## config.mk

```make
export PLATFORM = sky130hd
export DESIGN_NAME = xml_text_escaper_flat
export DESIGN_NICKNAME = d
export VERILOG_FILES = /design/src/sv/xte_pkg.sv /design/src/sv/xte_in_if.sv /design/src/sv/xte_out_if.sv /design/src/sv/xte_front.sv /design/src/sv/xte_fifo.sv /design/src/sv/xte_back.sv /design/src/sv/xml_text_escaper.sv /design/src/flat_wrapper.sv
export SDC_FILE = /design/constraint.sdc
export NUM_CORES = 1
export LEC_CHECK = 0
export BUFFER_PORTS_ARGS = -buffer_cell sky130_fd_sc_hd__buf_4
export CORE_MARGIN = 4
export CORE_UTILIZATION = 31
export CTS_BUF_LIST = sky130_fd_sc_hd__clkbuf_8
export DETAILED_ROUTE_END_ITERATION = 6
export PLACE_DENSITY_LB_ADDON = 0.12
export SETUP_SLACK_MARGIN = 0.1
export SLEW_MARGIN = 20
export SYNTH_ARGS = -nofsm -noshare
export SYNTH_HDL_FRONTEND = slang
export SYNTH_SLANG_ARGS = --single-unit
```

## constraint.sdc

```tcl
create_clock -name clk_i -period 13.7 [get_ports clk_i]
set_clock_uncertainty 0.1 [all_clocks]
set_input_delay 3.425 -clock clk_i [delete_from_list [all_inputs] [get_ports clk_i]]
set_output_delay 3.425 -clock clk_i [all_outputs]
set_load 0.005 [all_outputs]
```

## src/sv/xte_pkg.sv

```systemverilog
// Shared types, character codes and token spelling for the XML text escaper.
package xte_pkg;

  // Character codes
  localparam logic [7:0] ChrAmp   = 8'h26;
  localparam logic [7:0] ChrLt    = 8'h3C;
  localparam logic [7:0] ChrGt    = 8'h3E;
  localparam logic [7:0] ChrQuot  = 8'h22;
  localparam logic [7:0] ChrApos  = 8'h27;
  localparam logic [7:0] ChrHash  = 8'h23;
  localparam logic [7:0] ChrX     = 8'h78;
  localparam logic [7:0] ChrSemi  = 8'h3B;

  // Token spellings, right aligned, element 0 is the final character
  localparam logic [5:0][7:0] StrAmp  = {8'h0, "&amp;"};
  localparam logic [5:0][7:0] StrLt   = {16'h0, "&lt;"};
  localparam logic [5:0][7:0] StrGt   = {16'h0, "&gt;"};
  localparam logic [5:0][7:0] StrQuot = "&quot;";
  localparam logic [5:0][7:0] StrApos = "&apos;";
  localparam logic [5:0][7:0] StrHx   = {24'h0, "&#x"};

  // Output tokens that one input item expands into
  typedef enum logic [3:0] {
    TOK_NONE,
    TOK_BYTE,
    TOK_AMP,
    TOK_HASH,
    TOK_HX,
    TOK_LT,
    TOK_GT,
    TOK_QUOT,
    TOK_APOS
  } tok_e;

  // Held bytes in front of a possible character reference
  typedef enum logic [1:0] {
    HELD_NONE,
    HELD_AMP,
    HELD_AMP_HASH
  } held_e;

  localparam int unsigned NumSlots = 3;

  // Command passed from the front end to the back end
  typedef struct packed {
    tok_e [NumSlots-1:0] tok;
    logic [7:0]          data;
    logic                fin;
  } cmd_t;

  // Queue status seen by the top level
  typedef struct packed {
    logic full;
    logic empty;
  } qstat_t;

  // Number of characters in a token
  function automatic logic [2:0] tok_len(tok_e tok);
    logic [2:0] len;
    case (tok)
      TOK_BYTE: len = 3'd1;
      TOK_HASH: len = 3'd1;
      TOK_AMP:  len = 3'd5;
      TOK_HX:   len = 3'd3;
      TOK_LT:   len = 3'd4;
      TOK_GT:   len = 3'd4;
      TOK_QUOT: len = 3'd6;
      TOK_APOS: len = 3'd6;
      default:  len = 3'd1;
    endcase
    return len;
  endfunction

  // Character at position idx of a token
  function automatic logic [7:0] tok_char(tok_e tok, logic [2:0] idx, logic [7:0] data);
    logic [2:0] sel;
    logic [7:0] chr;
    sel = 3'(tok_len(tok) - 3'd1 - idx);
    case (tok)
      TOK_BYTE: chr = data;
      TOK_HASH: chr = ChrHash;
      TOK_AMP:  chr = StrAmp[sel];
      TOK_HX:   chr = StrHx[sel];
      TOK_LT:   chr = StrLt[sel];
      TOK_GT:   chr = StrGt[sel];
      TOK_QUOT: chr = StrQuot[sel];
      TOK_APOS: chr = StrApos[sel];
      default:  chr = data;
    endcase
    return chr;
  endfunction

endpackage

```

## src/sv/xte_in_if.sv

```systemverilog
// Input channel: raw text bytes with an end-of-string mark.
interface xte_in_if;
  logic       valid;
  logic       ready;
  logic [7:0] in_byte;
  logic       string_end;

  modport source (output valid, output in_byte, output string_end, input ready);
  modport sink   (input valid, input in_byte, input string_end, output ready);
endinterface

```

## src/sv/xte_out_if.sv

```systemverilog
// Output channel: escaped text bytes with run and string end marks.
interface xte_out_if;
  logic       valid;
  logic       ready;
  logic [7:0] out_byte;
  logic       run_last;
  logic       text_done;

  modport source (output valid, output out_byte, output run_last, output text_done,
                  input ready);
  modport sink   (input valid, input out_byte, input run_last, input text_done,
                  output ready);
endinterface

```

## src/sv/xte_front.sv

```systemverilog
// Front end: track reference mode and held bytes, classify each byte into tokens.
module xte_front (
  input  logic             clk_i,
  input  logic             rst_ni,
  input  logic             accept_i,
  input  logic [7:0]       in_byte_i,
  input  logic             string_end_i,
  output logic             push_o,
  output xte_pkg::cmd_t    cmd_o
);
  import xte_pkg::*;

  logic  in_ref_q, in_ref_d;
  held_e held_q, held_d;
  tok_e  plain_tok;
  tok_e  t0, t1, t2;

  // Classify a byte in normal mode with nothing held
  always_comb begin
    case (in_byte_i)
      ChrAmp:  plain_tok = string_end_i ? TOK_AMP : TOK_NONE;
      ChrLt:   plain_tok = TOK_LT;
      ChrGt:   plain_tok = TOK_GT;
      ChrQuot: plain_tok = TOK_QUOT;
      ChrApos: plain_tok = TOK_APOS;
      default: plain_tok = TOK_BYTE;
    endcase
  end

  // Build the token list and the next mode
  always_comb begin
    t0       = TOK_NONE;
    t1       = TOK_NONE;
    t2       = TOK_NONE;
    in_ref_d = in_ref_q;
    held_d   = held_q;
    if (in_ref_q) begin
      t0 = TOK_BYTE;
      if (in_byte_i == ChrSemi) in_ref_d = 1'b0;
    end else begin
      case (held_q)
        HELD_AMP: begin
          if (in_byte_i == ChrHash) begin
            held_d = HELD_AMP_HASH;
            if (string_end_i) begin
              t0 = TOK_AMP;
              t1 = TOK_HASH;
            end
          end else begin
            held_d = (in_byte_i == ChrAmp) ? HELD_AMP : HELD_NONE;
            t0     = TOK_AMP;
            t1     = plain_tok;
          end
        end
        HELD_AMP_HASH: begin
          if (in_byte_i == ChrX) begin
            held_d   = HELD_NONE;
            in_ref_d = 1'b1;
            t0       = TOK_HX;
          end else begin
            held_d = (in_byte_i == ChrAmp) ? HELD_AMP : HELD_NONE;
            t0     = TOK_AMP;
            t1     = TOK_HASH;
            t2     = plain_tok;
          end
        end
        default: begin
          held_d = (in_byte_i == ChrAmp) ? HELD_AMP : HELD_NONE;
          t0     = plain_tok;
        end
      endcase
    end
    // End of string drops all mode state
    if (string_end_i) begin
      held_d   = HELD_NONE;
      in_ref_d = 1'b0;
    end
  end

  assign cmd_o.tok[0] = t0;
  assign cmd_o.tok[1] = t1;
  assign cmd_o.tok[2] = t2;
  assign cmd_o.data   = in_byte_i;
  assign cmd_o.fin    = string_end_i;
  assign push_o       = accept_i && (t0 != TOK_NONE);

  // Advance mode on each input transfer
  always_ff @(posedge clk_i or negedge rst_ni) begin
    if (!rst_ni) begin
      in_ref_q <= 1'b0;
      held_q   <= HELD_NONE;
    end else if (accept_i) begin
      in_ref_q <= in_ref_d;
      held_q   <= held_d;
    end
  end

endmodule

```

## src/sv/xte_fifo.sv

```systemverilog
// Two-entry command queue between the front and back ends.
module xte_fifo (
  input  logic             clk_i,
  input  logic             rst_ni,
  input  logic             push_i,
  input  xte_pkg::cmd_t    cmd_i,
  input  logic             pop_i,
  output xte_pkg::cmd_t    cmd_o,
  output xte_pkg::qstat_t  stat_o
);
  import xte_pkg::*;

  cmd_t       mem_q [2];
  logic       wr_q, rd_q;
  logic [1:0] cnt_q, cnt_d;

  assign cmd_o        = mem_q[rd_q];
  assign stat_o.full  = (cnt_q == 2'd2);
  assign stat_o.empty = (cnt_q == 2'd0);

  always_comb begin
    cnt_d = cnt_q;
    if (push_i && !pop_i) cnt_d = cnt_q + 2'd1;
    if (pop_i && !push_i) cnt_d = cnt_q - 2'd1;
  end

  // Store pushed commands
  always_ff @(posedge clk_i) begin
    if (push_i) mem_q[wr_q] <= cmd_i;
  end

  // Advance pointers and fill count
  always_ff @(posedge clk_i or negedge rst_ni) begin
    if (!rst_ni) begin
      wr_q  <= 1'b0;
      rd_q  <= 1'b0;
      cnt_q <= 2'd0;
    end else begin
      if (push_i) wr_q <= ~wr_q;
      if (pop_i)  rd_q <= ~rd_q;
      cnt_q <= cnt_d;
    end
  end

endmodule

```

## src/sv/xte_back.sv

```systemverilog
// Back end: spell out the tokens of the head command, one byte per cycle while the output is ready.
module xte_back (
  input  logic             clk_i,
  input  logic             rst_ni,
  input  logic             avail_i,
  input  xte_pkg::cmd_t    cmd_i,
  output logic             pop_o,
  xte_out_if.source        out_o
);
  import xte_pkg::*;

  logic [1:0] slot_q;
  logic [2:0] pos_q;
  tok_e       cur_tok, nxt_tok;
  logic       last_chr, last_tok, xfer;

  // Select current and following token
  always_comb begin
    case (slot_q)
      2'd0: begin
        cur_tok = cmd_i.tok[0];
        nxt_tok = cmd_i.tok[1];
      end
      2'd1: begin
        cur_tok = cmd_i.tok[1];
        nxt_tok = cmd_i.tok[2];
      end
      default: begin
        cur_tok = cmd_i.tok[2];
        nxt_tok = TOK_NONE;
      end
    endcase
  end

  assign last_chr = (pos_q == 3'(tok_len(cur_tok) - 3'd1));
  assign last_tok = (nxt_tok == TOK_NONE);
  assign xfer     = avail_i && out_o.ready;
  assign pop_o    = xfer && last_chr && last_tok;

  assign out_o.valid     = avail_i;
  assign out_o.out_byte  = tok_char(cur_tok, pos_q, cmd_i.data);
  assign out_o.run_last  = last_chr && last_tok;
  assign out_o.text_done = last_chr && last_tok && cmd_i.fin;

  // Step through characters and tokens on each output transfer
  always_ff @(posedge clk_i or negedge rst_ni) begin
    if (!rst_ni) begin
      slot_q <= 2'd0;
      pos_q  <= 3'd0;
    end else if (xfer) begin
      if (last_chr && last_tok) begin
        slot_q <= 2'd0;
        pos_q  <= 3'd0;
      end else if (last_chr) begin
        slot_q <= slot_q + 2'd1;
        pos_q  <= 3'd0;
      end else begin
        pos_q <= pos_q + 3'd1;
      end
    end
  end

endmodule

```

## src/sv/xml_text_escaper.sv

```systemverilog
// XML text escaper top level: front classifier, command queue, back-end speller.
// Latency: with the queue empty, the first byte of an item's output is offered the cycle
// after its transfer; a held ampersand waits for the byte that decides it.
// Throughput: one input byte per cycle; an item that expands to N bytes (up to 12)
// holds the back end until all N are sent, and input stalls while the two-entry queue is full.
// Reset (rst_ni low, asynchronous) clears reference mode, held bytes and the queue.
module xml_text_escaper (
  input  logic       clk_i,
  input  logic       rst_ni,
  xte_in_if.sink     in_i,
  xte_out_if.source  out_o
);
  import xte_pkg::*;

  logic   accept, push, pop;
  cmd_t   push_cmd, head_cmd;
  qstat_t qstat;

  assign in_i.ready = !qstat.full;
  assign accept     = in_i.valid && in_i.ready;

  xte_front u_front (
    .clk_i        (clk_i),
    .rst_ni       (rst_ni),
    .accept_i     (accept),
    .in_byte_i    (in_i.in_byte),
    .string_end_i (in_i.string_end),
    .push_o       (push),
    .cmd_o        (push_cmd)
  );

  xte_fifo u_fifo (
    .clk_i  (clk_i),
    .rst_ni (rst_ni),
    .push_i (push),
    .cmd_i  (push_cmd),
    .pop_i  (pop),
    .cmd_o  (head_cmd),
    .stat_o (qstat)
  );

  xte_back u_back (
    .clk_i   (clk_i),
    .rst_ni  (rst_ni),
    .avail_i (!qstat.empty),
    .cmd_i   (head_cmd),
    .pop_o   (pop),
    .out_o   (out_o)
  );

`ifndef NO_ASSERTIONS
  a_done_is_last: assert property (@(posedge clk_i) disable iff (!rst_ni)
    (out_o.valid && out_o.text_done) |-> out_o.run_last)
    else $error("text_done without run_last");

  a_no_push_full: assert property (@(posedge clk_i) disable iff (!rst_ni)
    !(push && qstat.full))
    else $error("queue overflow");

  a_no_pop_empty: assert property (@(posedge clk_i) disable iff (!rst_ni)
    !(pop && qstat.empty))
    else $error("queue underflow");

  a_pop_frees: assert property (@(posedge clk_i) disable iff (!rst_ni)
    (pop && !push) |=> !qstat.full)
    else $error("queue still full after pop");
`endif

endmodule
```

## src/flat_wrapper.sv

```systemverilog
// flat-port wrapper written by rule: the top's interface ports become plain ports
module xml_text_escaper_flat import xte_pkg::*;
  (clk_i, rst_ni, in_i_valid, in_i_in_byte, in_i_string_end, in_i_ready, out_o_valid, out_o_out_byte, out_o_run_last, out_o_text_done, out_o_ready);
  xte_in_if in_i_i ();
  xte_out_if out_o_i ();
  input  logic clk_i;
  input  logic rst_ni;
  input wire logic [$bits(in_i_i.valid)-1:0] in_i_valid;
  input wire logic [$bits(in_i_i.in_byte)-1:0] in_i_in_byte;
  input wire logic [$bits(in_i_i.string_end)-1:0] in_i_string_end;
  output wire logic [$bits(in_i_i.ready)-1:0] in_i_ready;
  output wire logic [$bits(out_o_i.valid)-1:0] out_o_valid;
  output wire logic [$bits(out_o_i.out_byte)-1:0] out_o_out_byte;
  output wire logic [$bits(out_o_i.run_last)-1:0] out_o_run_last;
  output wire logic [$bits(out_o_i.text_done)-1:0] out_o_text_done;
  input wire logic [$bits(out_o_i.ready)-1:0] out_o_ready;
  assign in_i_i.valid = in_i_valid;
  assign in_i_i.in_byte = in_i_in_byte;
  assign in_i_i.string_end = in_i_string_end;
  assign in_i_ready = in_i_i.ready;
  assign out_o_valid = out_o_i.valid;
  assign out_o_out_byte = out_o_i.out_byte;
  assign out_o_run_last = out_o_i.run_last;
  assign out_o_text_done = out_o_i.text_done;
  assign out_o_i.ready = out_o_ready;
  xml_text_escaper u_core (.clk_i(clk_i), .rst_ni(rst_ni), .in_i(in_i_i), .out_o(out_o_i));
endmodule
```

; Word-level counts from Yosys, hierarchy flattened
; Memory sizes are Yosys's and may differ from the RTL's.
; Cells that the tools add are included.
[op_classes]
addsub = 7
n_lt_le_gt_ge = 1
n_eq_ne = 21
mux = 42
bitwise = 2
n_reduce_logical = 21
[ops]
columns = op, n
row1 = 8-bit by 6-bit == test with 1-bit output (second input constant), 7
row2 = 8-bit case mux with 7 select lines, 1
row3 = 8-bit 2-to-1 mux, 6
row4 = 4-bit case mux with 2 select lines, 4
row5 = 4-bit 2-to-1 mux, 7
row6 = 2-bit 2-to-1 mux, 10
row7 = 4-bit case mux with 5 select lines, 1
row8 = 4-bit by 3-bit == test with 1-bit output (second input constant), 4
row9 = 1-bit logical AND, 9
row10 = 1-bit 2-to-1 mux, 9
row11 = 3-bit 2-to-1 mux, 3
row12 = 4-bit by 2-bit == test with 1-bit output (second input constant), 2
row13 = 8-bit by 7-bit == test with 1-bit output (second input constant), 1
row14 = 3-bit by 1-bit subtractor with 3-bit output (second input constant), 2
row15 = 2-bit by 1-bit adder with 2-bit output (second input constant), 2
row16 = 2-bit by 1-bit == test with 1-bit output (second input constant), 2
row17 = 2-bit == test (second input constant), 2
row18 = 4-bit == test (second input constant), 1
row19 = 1-bit zero test, 4
row20 = 2-bit zero test, 2
row21 = 4-bit zero test, 1
row22 = 3-bit by 4-bit less-than comparator with 1-bit output (second input constant), 1
row23 = 2-bit case mux with 2 select lines, 1
row24 = 2-bit AND reduction, 2
row25 = other kinds (8), 10
[word_totals]
register_bits = 12
ram_bits = 42
mem_bits_ro = 480
in_bits = 13
mem_count = 9
[mem_list]
columns = memory, depth, word_bits, rd, rd_clocked_by_memory_dff, wr, line_no
row1 = (no name shown), 8, 8, 1, 0, 0, xte_pkg.sv:87  ; TOK_APOS: chr = StrApos[sel];
row2 = (no name shown), 8, 8, 1, 0, 0, xte_pkg.sv:86  ; TOK_QUOT: chr = StrQuot[sel];
row3 = (no name shown), 8, 8, 1, 0, 0, xte_pkg.sv:85  ; TOK_GT: chr = StrGt[sel];
row4 = (no name shown), 8, 8, 1, 0, 0, xte_pkg.sv:84  ; TOK_LT: chr = StrLt[sel];
row5 = (no name shown), 8, 8, 1, 0, 0, xte_pkg.sv:83  ; TOK_HX: chr = StrHx[sel];
row6 = (no name shown), 8, 8, 1, 0, 0, xte_pkg.sv:82  ; TOK_AMP: chr = StrAmp[sel];
row7 = +3 memories, n/a, n/a, n/a, n/a, n/a, n/a

; Logic depth before layout (Yosys ltp)
; Gate-level depths: netlist (run 1).
; An unclocked memory read counts as a cell.
[logic_depth]
word_depth = 11
ltp_mapped = 21
ltp_nobuf = 19

; By module
; From an unflattened synthesis (run 1), not the netlist that was laid out.
[hier_totals]
cells_unflattened = 342
area_unflattened_um2 = 3671.0
[modules_own_cells]
columns = mod, n_inst, cells_per_inst, area_per_inst_um2, seq_area_each_um2
row1 = xte_fifo, 1, 81, 1699.1, 1361.3
row2 = xte_back, 1, 172, 1346.3, 125.1
row3 = xte_front, 1, 86, 611.8, 75.1
row4 = xml_text_escaper, 1, 3, 13.8, 0.0

; Least setup slack after synthesis (run 1)
; Ideal clock, no wire load.
[synth_path]
path_type = register to output
from = register u_core.u_back.slot_q[1]
to = output out_o_out_byte[5]
t_arrival_ns = 4.030
required_ns = 10.175
path_slack_ns = 6.145
path_stages_with_launch = 20
path_buffers = 2
path_cell_list = dfrtp_1 > inv_1 > ha_1 > clkbuf_1 > nor2_1 > a22o_1 > nor2_1 > clkbuf_1 > nand2_1 > o21a_1 > ha_1 > fa_1 > xnor2_1 > o311ai_0 > nand3_1 > inv_1 > ha_1 > o211ai_1 > a221oi_1 > a21oi_1
[synth_via]
elab_chain_cells = 8
[synth_rtl]
columns = element, line_no
row1 = from (decl), xte_back.sv:12  ; logic [1:0] slot_q;
row2 = from (signal assigned), xte_back.sv:55  ; slot_q <= slot_q + 2'd1;
row3 = 2-bit by 1-bit == test with 1-bit output or 2-bit zero test (tied branches), xte_back.sv:19  ; case (slot_q)
row4 = 4-bit case mux with 2 select lines (*), xte_back.sv:19
row5 = memory read 16 x 3 bit, n/a
row6 = 3-bit by 1-bit subtractor with 3-bit output, xte_pkg.sv:78  ; sel = 3'(tok_len(tok) - 3'd1 - idx);
row7 = 3-bit subtractor, xte_pkg.sv:78
row8 = memory read 8 x 8 bit (tied with other cells), n/a
row9 = 8-bit 2-to-1 mux (not written as such) (tied with other cells), xte_pkg.sv:87
row10 = 8-bit case mux with 7 select lines (*), xte_pkg.sv:79  ; case (tok)
row11 = to (decl), flat_wrapper.sv:13  ; output wire logic [$bits(out_o_i.out_byte)-1:0] out_o_out_byte;
; Mark *: on every way between the ends. The rest lies on a longest branch, timed or not. The select of a mux whose other input is x is not followed.

; Worst setup path in the final report (run 1)
[layout_path]
from = register u_core.u_fifo.rd_q
to = output out_o_out_byte[5]
[layout_via]
elab_chain_cells = 8
[layout_rtl]
columns = element, line_no
row1 = from (decl), xte_fifo.sv:14  ; logic wr_q, rd_q;
row2 = from (signal assigned), xte_fifo.sv:40  ; if (pop_i) rd_q <= ~rd_q;
row3 = memory read 2 x 21 bit (*), n/a
row4 = 4-bit case mux with 2 select lines, xte_back.sv:19
row5 = memory read 16 x 3 bit, n/a
row6 = 3-bit by 1-bit subtractor with 3-bit output, xte_pkg.sv:78
row7 = 3-bit subtractor, xte_pkg.sv:78
row8 = memory read 8 x 8 bit (tied with other cells), n/a
row9 = 8-bit 2-to-1 mux (not written as such) (tied with other cells), xte_pkg.sv:87
row10 = 8-bit case mux with 7 select lines (*), xte_pkg.sv:79
; Marks and branches as above.

==> results of run 1 <==
## flip-flops by register name, summed over array words and instances, names as in the netlist
signal	cells
u_core.u_front.held_q	2
u_core.u_back.slot_q	2
u_core.u_front.in_ref_q	1
u_core.u_fifo.cnt_q	2
u_core.u_fifo.mem_q	42
u_core.u_back.pos_q	3
u_core.u_fifo.wr_q	1
u_core.u_fifo.rd_q	1
## Yosys cell counts (3+ instances only)
cell,instances
a41oi_1,3
ha_1,22
a21oi_1,17
o21ai_0,13
nor2_1,23
nand2b_1,7
nor3_1,13
o211ai_1,5
a211oi_1,3
and3_1,4
mux2i_1,15
dfrtp_1,12
a31oi_1,8
clkbuf_1,14
nor2b_1,3
nand3_1,13
xnor2_1,6
xor2_1,4
a22oi_1,5
nand2_1,36
nor4_1,5
or4_1,3
inv_1,21
o22ai_1,4
edfxtp_1,42
mux2_2,9
## metal layers
metal / GRT usage (%) / part of all wire, %
met3: 2.47 / 3.5
met1: 20.0 / 50
met5: 0 / 0
met4: 3.44 / 0.96
met2: 21.4 / 45
## cells by family after synthesis
family,Yosys count,share of synthesized area (%)
AND/OR/NAND/NOR,119,16.5
AO/OA/AOI/OAI,83,16.6
flip-flops,54,43.9
buffers and inverters,38,4.43
multiplexers,26,7.80
adder cells (fa/ha/maj),23,8.29
XOR/XNOR,10,2.46
## worst max-delay path, stage by stage, from the launching register on
cell and delay [ns]:
dfrtp_1 0.34, buf_4 0.34, mux2_1 0.40, a22o_1 0.27, nor2_1 0.58, nand2_1 0.28
o21a_1 0.27, ha_1 0.21, fa_1 0.41, xnor2_1 0.55, nor3_1 0.09, nand3_1 0.10
nand3_1 0.15, inv_1 0.19, ha_1 0.17, o211ai_1 0.09, a221oi_1 0.41, a21oi_1 0.07
buf_4 0.15
## metrics by stage
stage	std cells	setup WS (ns)	area [µm²]	utilization, %	hold slack, ns
3_3_place_gp	503	5.39	3860	35.0	0.381
2_1_floorplan	353	6.14	3560	-	0.357
4_1_cts	511	4.82	3980	36.0	0.404
3_5_place_dp	503	5.23	3860	35.0	0.384
5_1_grt	511	4.43	3980	36.0	0.424
6_report	511	4.79	3980	36.0	0.400
## layout make-up
type | count | area, µm²
repair buffers | 27 | 203
fillers | 1152 | 7050
flip-flops and latches | 54 | 1560
inverters | 21 | 78.8
well taps | 140 | 175
clock inverters | 3 | 47.5
clock buffers | 5 | 68.8
multi-input cells | 261 | 1840
## path summary, 6_finish.rpt
path / cells past startpoint / from / slack (ns) / endpoint
min: 1 / u_core.u_fifo.wr_q / 0.40 / u_core.u_fifo.wr_q
min in group asynchronous: 1 / rst_ni / 2.84 / u_core.u_back.pos_q[2]
max reg2reg: 14 / u_core.u_fifo.rd_q / 8.57 / u_core.u_fifo.cnt_q[1]
max in group asynchronous: 1 / rst_ni / 10.48 / u_core.u_front.in_ref_q
max: 18 / u_core.u_fifo.rd_q / 4.79 / out_o_out_byte[5]
min reg2reg: 1 / u_core.u_fifo.wr_q / 0.40 / u_core.u_fifo.wr_q
==> results.cfg, run 1 <==
[run_status]
status = finished clean

[sta]
maxSlewHeadroom_pct = 45.4
max_freq_ghz = 0.112
tightest_slew_ns = 0.816
rsz0062_at_grt = no
fin_setup_tns_ns = 0
fin_crit_sh_pct = 65.1
setup_viol = 0
slew_viol_final = 0
hold_viol_final = 0
fin_crit_ns = 8.91

[clocking]
clk_pin_slew_ns = 0.10
cts_root_buf = clkbuf_8
clock_latency_ns = 0.31
cts_hold_buf = 0
cts_max_level = 2
cts_tree = yes
cts_sinks = 54
cts-resized-gates = 0
cts_buffers = 5
post_cts_buffers = 0
cts_buffer_depth = 2

[finish]
num_antenna_cells = 0
final_common_cell = edfxtp_1
layout-drive-gt1-share_pct = 14.6
syn_to_final_growth_pct = 11.7
finalNetCount = 406
layout_common_cells = edfxtp_1 (42), nand2_1 (36), buf_4 (27), nor2_1 (23), ha_1 (22)

[die]
die_x_um = 115
rows = 38
dieArea_um2 = 13300
coreArea_um2 = 11000
num_io_pins = 25
start_util_pct = 32.3
die_h_um = 115

[synth]
synthDominantCellAreaShare_pct = 35.4
synth_area_leaders = edfxtp_1 (35%), dfrtp_1 (8.4%), ha_1 (7.7%)
async_flop_share_pct = 22.2
synth.avg_cell_area_um2 = 10.1
ys_seq_area_share_pct = 43.9
ys.flop_type = edfxtp_1
yosys_warnings = 0
synthCells = 353
syn-num-nets = 389
yosysTopAreaCell = edfxtp_1
ys_types = 59
syn-cell-area_um2 = 3560
synth_edf_count = 42
synth-seq-cells = 54

[route]
vias_per_cell = 5.28
drc = 0
dr.pass1.iters = 4
ant_nets = 0
wl_per_cell_um = 17.2
dr_total_vias = 2699
drt-total-wl_um = 8770
drtIter0Drc = 177

[global_routing]
track_usage_pct = 13.8
grt_first_pass_wirelength_um = 14400
grt_max_degree = 27
gr-total-overflow = 0
antenna_found_initial = 0
grt_pass1_vias = 2743

[flow_run]
maxCapViolCount = 0

[worst_setup_path]
worstSetupStartpointType = flop
endpoint_kind = primary output
critical_path_class = flop to primary output
cp_max_fo = 26
crit_arrival_ns = 5.39
cp.required_ns = 10.18

[placement]
port_buffers = 24
place.gp.congestion = 0.883
hpwlAfterDp_um = 6560

[min_path]
holdCritPathClass = flop to flop
Power of run 1 is left out: the tool's default activity adds up to more than one toggle a clock period on the data nets, which glitch-free logic cannot reach.
==> run 2, diff against run 1 <==
- clock period: 13.7 -> 9.3 ns (I/O delays scaled with it)
==> run 2 against run 1 <==
Count of clock-buffer cells in the layout unchanged. Die area did not move. Global-route usage is 0.36 points lower. Routed wire length decreased by 2.3%. First-iteration DRC count increased by 12%. Flip-flop and latch count did not move. Via count grew 0.19%. Sequential share of layout area increased by 0.11 points. Design area shrank 0.28%. Hold slack barely moved. Largest cell class unchanged.
==> results.cfg, run 2 (same netlist as run 1, synthesis figures left out) <==
[placement]
hpwlAfterDp_um = 6500
place.gp.congestion = 0.829
port_buffers = 24

[route]
dr_total_vias = 2704
dr.pass1.iters = 4
wl_per_cell_um = 16.7
vias_per_cell = 5.28
drc = 0
drt-total-wl_um = 8570
ant_nets = 0
drtIter0Drc = 198

[finish]
multi_input_area_um2 = 1840
layout_common_cells = edfxtp_1 (42), nand2_1 (36), buf_4 (28), nor2_1 (23), ha_1 (22)
num_antenna_cells = 0
fillers = 1138
seq_area_um2 = 1560
reg_top3 = u_core.u_fifo.mem_q: 42 flops, u_core.u_back.pos_q: 3 flops
syn_to_final_growth_pct = 11.3
finalNetCount = 407
layout-drive-gt1-share_pct = 14.8
largest_register_ff_count = 42
final_common_cell = edfxtp_1
max_flop_register = u_core.u_fifo.mem_q

[sta]
tightest_slew_ns = 0.849
fin_crit_ns = 7.86
setup_viol = 0
hold_ws_ns = 0.400
rsz0062_at_grt = no
hold_viol_final = 0
max_freq_ghz = 0.127
slew_viol_final = 0
maxSlewHeadroom_pct = 43.2
fin_setup_tns_ns = 0
fin_crit_sh_pct = 84.6

[worst_setup_path]
critical_path_class = flop to primary output
crit_path_max_incr_delay_ns = 0.65
rr_worst_depth = 14
crit-reg2reg-launch = u_core.u_fifo.rd_q
worstSetupStartpointType = flop
path_buf_inv = 3
reg2reg_slack_ns = 4.12
endpoint_kind = primary output
cp_cell_sequence = buf_4 > mux2_2 > a22o_4 > nor2_1 > nand3_1 > o21a_1 > ha_1 > fa_1 > xnor2_1 > nor3_1 > nand3_1 > nand3_1 > inv_1 > ha_1 > o211ai_1 > a221oi_1 > a21oi_1 > buf_4
timing.critical_path.mode_cell = nand3_1
rr_endpoint = u_core.u_fifo.cnt_q[1]
crit_slowest_cell = nor2_1
crit_arrival_ns = 5.44
crit_family = simple AND/OR/NAND/NOR gates
cp_max_fo = 17
cp.required_ns = 6.88

[clocking]
clk_pin_slew_ns = 0.10
cts_root_buf = clkbuf_8
cts_hold_buf = 0
cts_sinks = 54
cts_buffer_depth = 2
clock_latency_ns = 0.31
post_cts_buffers = 0
cts_tree = yes
cts-resized-gates = 0
cts_max_level = 2
cts_buffers = 5

[global_routing]
gr-total-overflow = 0
grt_pass1_vias = 2596
grt_max_degree = 22
antenna_found_initial = 0
grt_first_pass_wirelength_um = 14000
track_usage_pct = 13.5

[die]
start_util_pct = 32.3
num_io_pins = 25
die_h_um = 115
coreArea_um2 = 11000
rows = 38
die_x_um = 115
dieArea_um2 = 13300

[min_path]
min_delay_path_depth = 1
holdCritPathClass = flop to flop
worstHoldStart = u_core.u_fifo.wr_q
min_delay_worst_endpoint = u_core.u_fifo.wr_q

[run_status]
status = finished clean

[flow_run]
maxCapViolCount = 0
-- run 2: changes by cell type in the layout (fill, tap and decap cells not counted), sizes merged --
cell	change
buf	+1
bufinv	-1
clkinv	+1
-- run 2: final cells by class --
class,instances,area share [%]
tap,140,4.42
inverter,21,1.99
timing repair buffer,28,5.30
clock inverter,3,0.726
clock buffer,5,1.74
multi-input combinational,261,46.5
sequential,54,39.4
-- run 2: worst register-to-register path, delay by kind of cell, from the launching register on --
kind,cells,cell delay (ns)
AOI/OAI and AO/OA,3,0.76
xor gates and xnor gates,1,0.15
adders and majority gates,2,0.73
buffers and inverters,2,0.66
DFF,1,0.58
muxes,1,0.39
and+or+nand+nor,5,1.74
-- run 2: worst max path at each step --
stage,slack [ns],to,cells past startpoint,startpoint
global route,0.95,out_o_out_byte[5],18,u_core.u_fifo.rd_q
detailed placement,1.85,out_o_out_byte[5],18,u_core.u_fifo.rd_q
finish,1.44,out_o_out_byte[5],18,u_core.u_fifo.rd_q
global placement,1.95,out_o_out_byte[5],17,u_core.u_fifo.rd_q
floorplan,2.84,out_o_out_byte[5],19,u_core.u_back.slot_q[1]
CTS,1.45,out_o_out_byte[5],18,u_core.u_fifo.rd_q
-- run 2: routing by layer --
metal  vias to the layer above  wire [µm]  global-route usage [%]
li1                       1345          -                       -
met1                      1308       4280                    19.7
met2                        43       3910                    20.6
met3                         8        283                    2.68
met4                         0        100                    3.13
met5                         -          0                       0
-- run 2: metrics by stage --
stage          setup WS (ns)  cells  utilization [%]  instance area (µm²)
4_1_cts                 1.45    512             35.9                 3970
3_5_place_dp            1.85    504             35.1                 3870
6_report                1.44    512             35.9                 3970
3_3_place_gp            1.95    504             35.1                 3870
5_1_grt                0.955    512             35.9                 3970
2_1_floorplan           2.84    353                -                 3560
Power of run 2 is left out for the same reason.
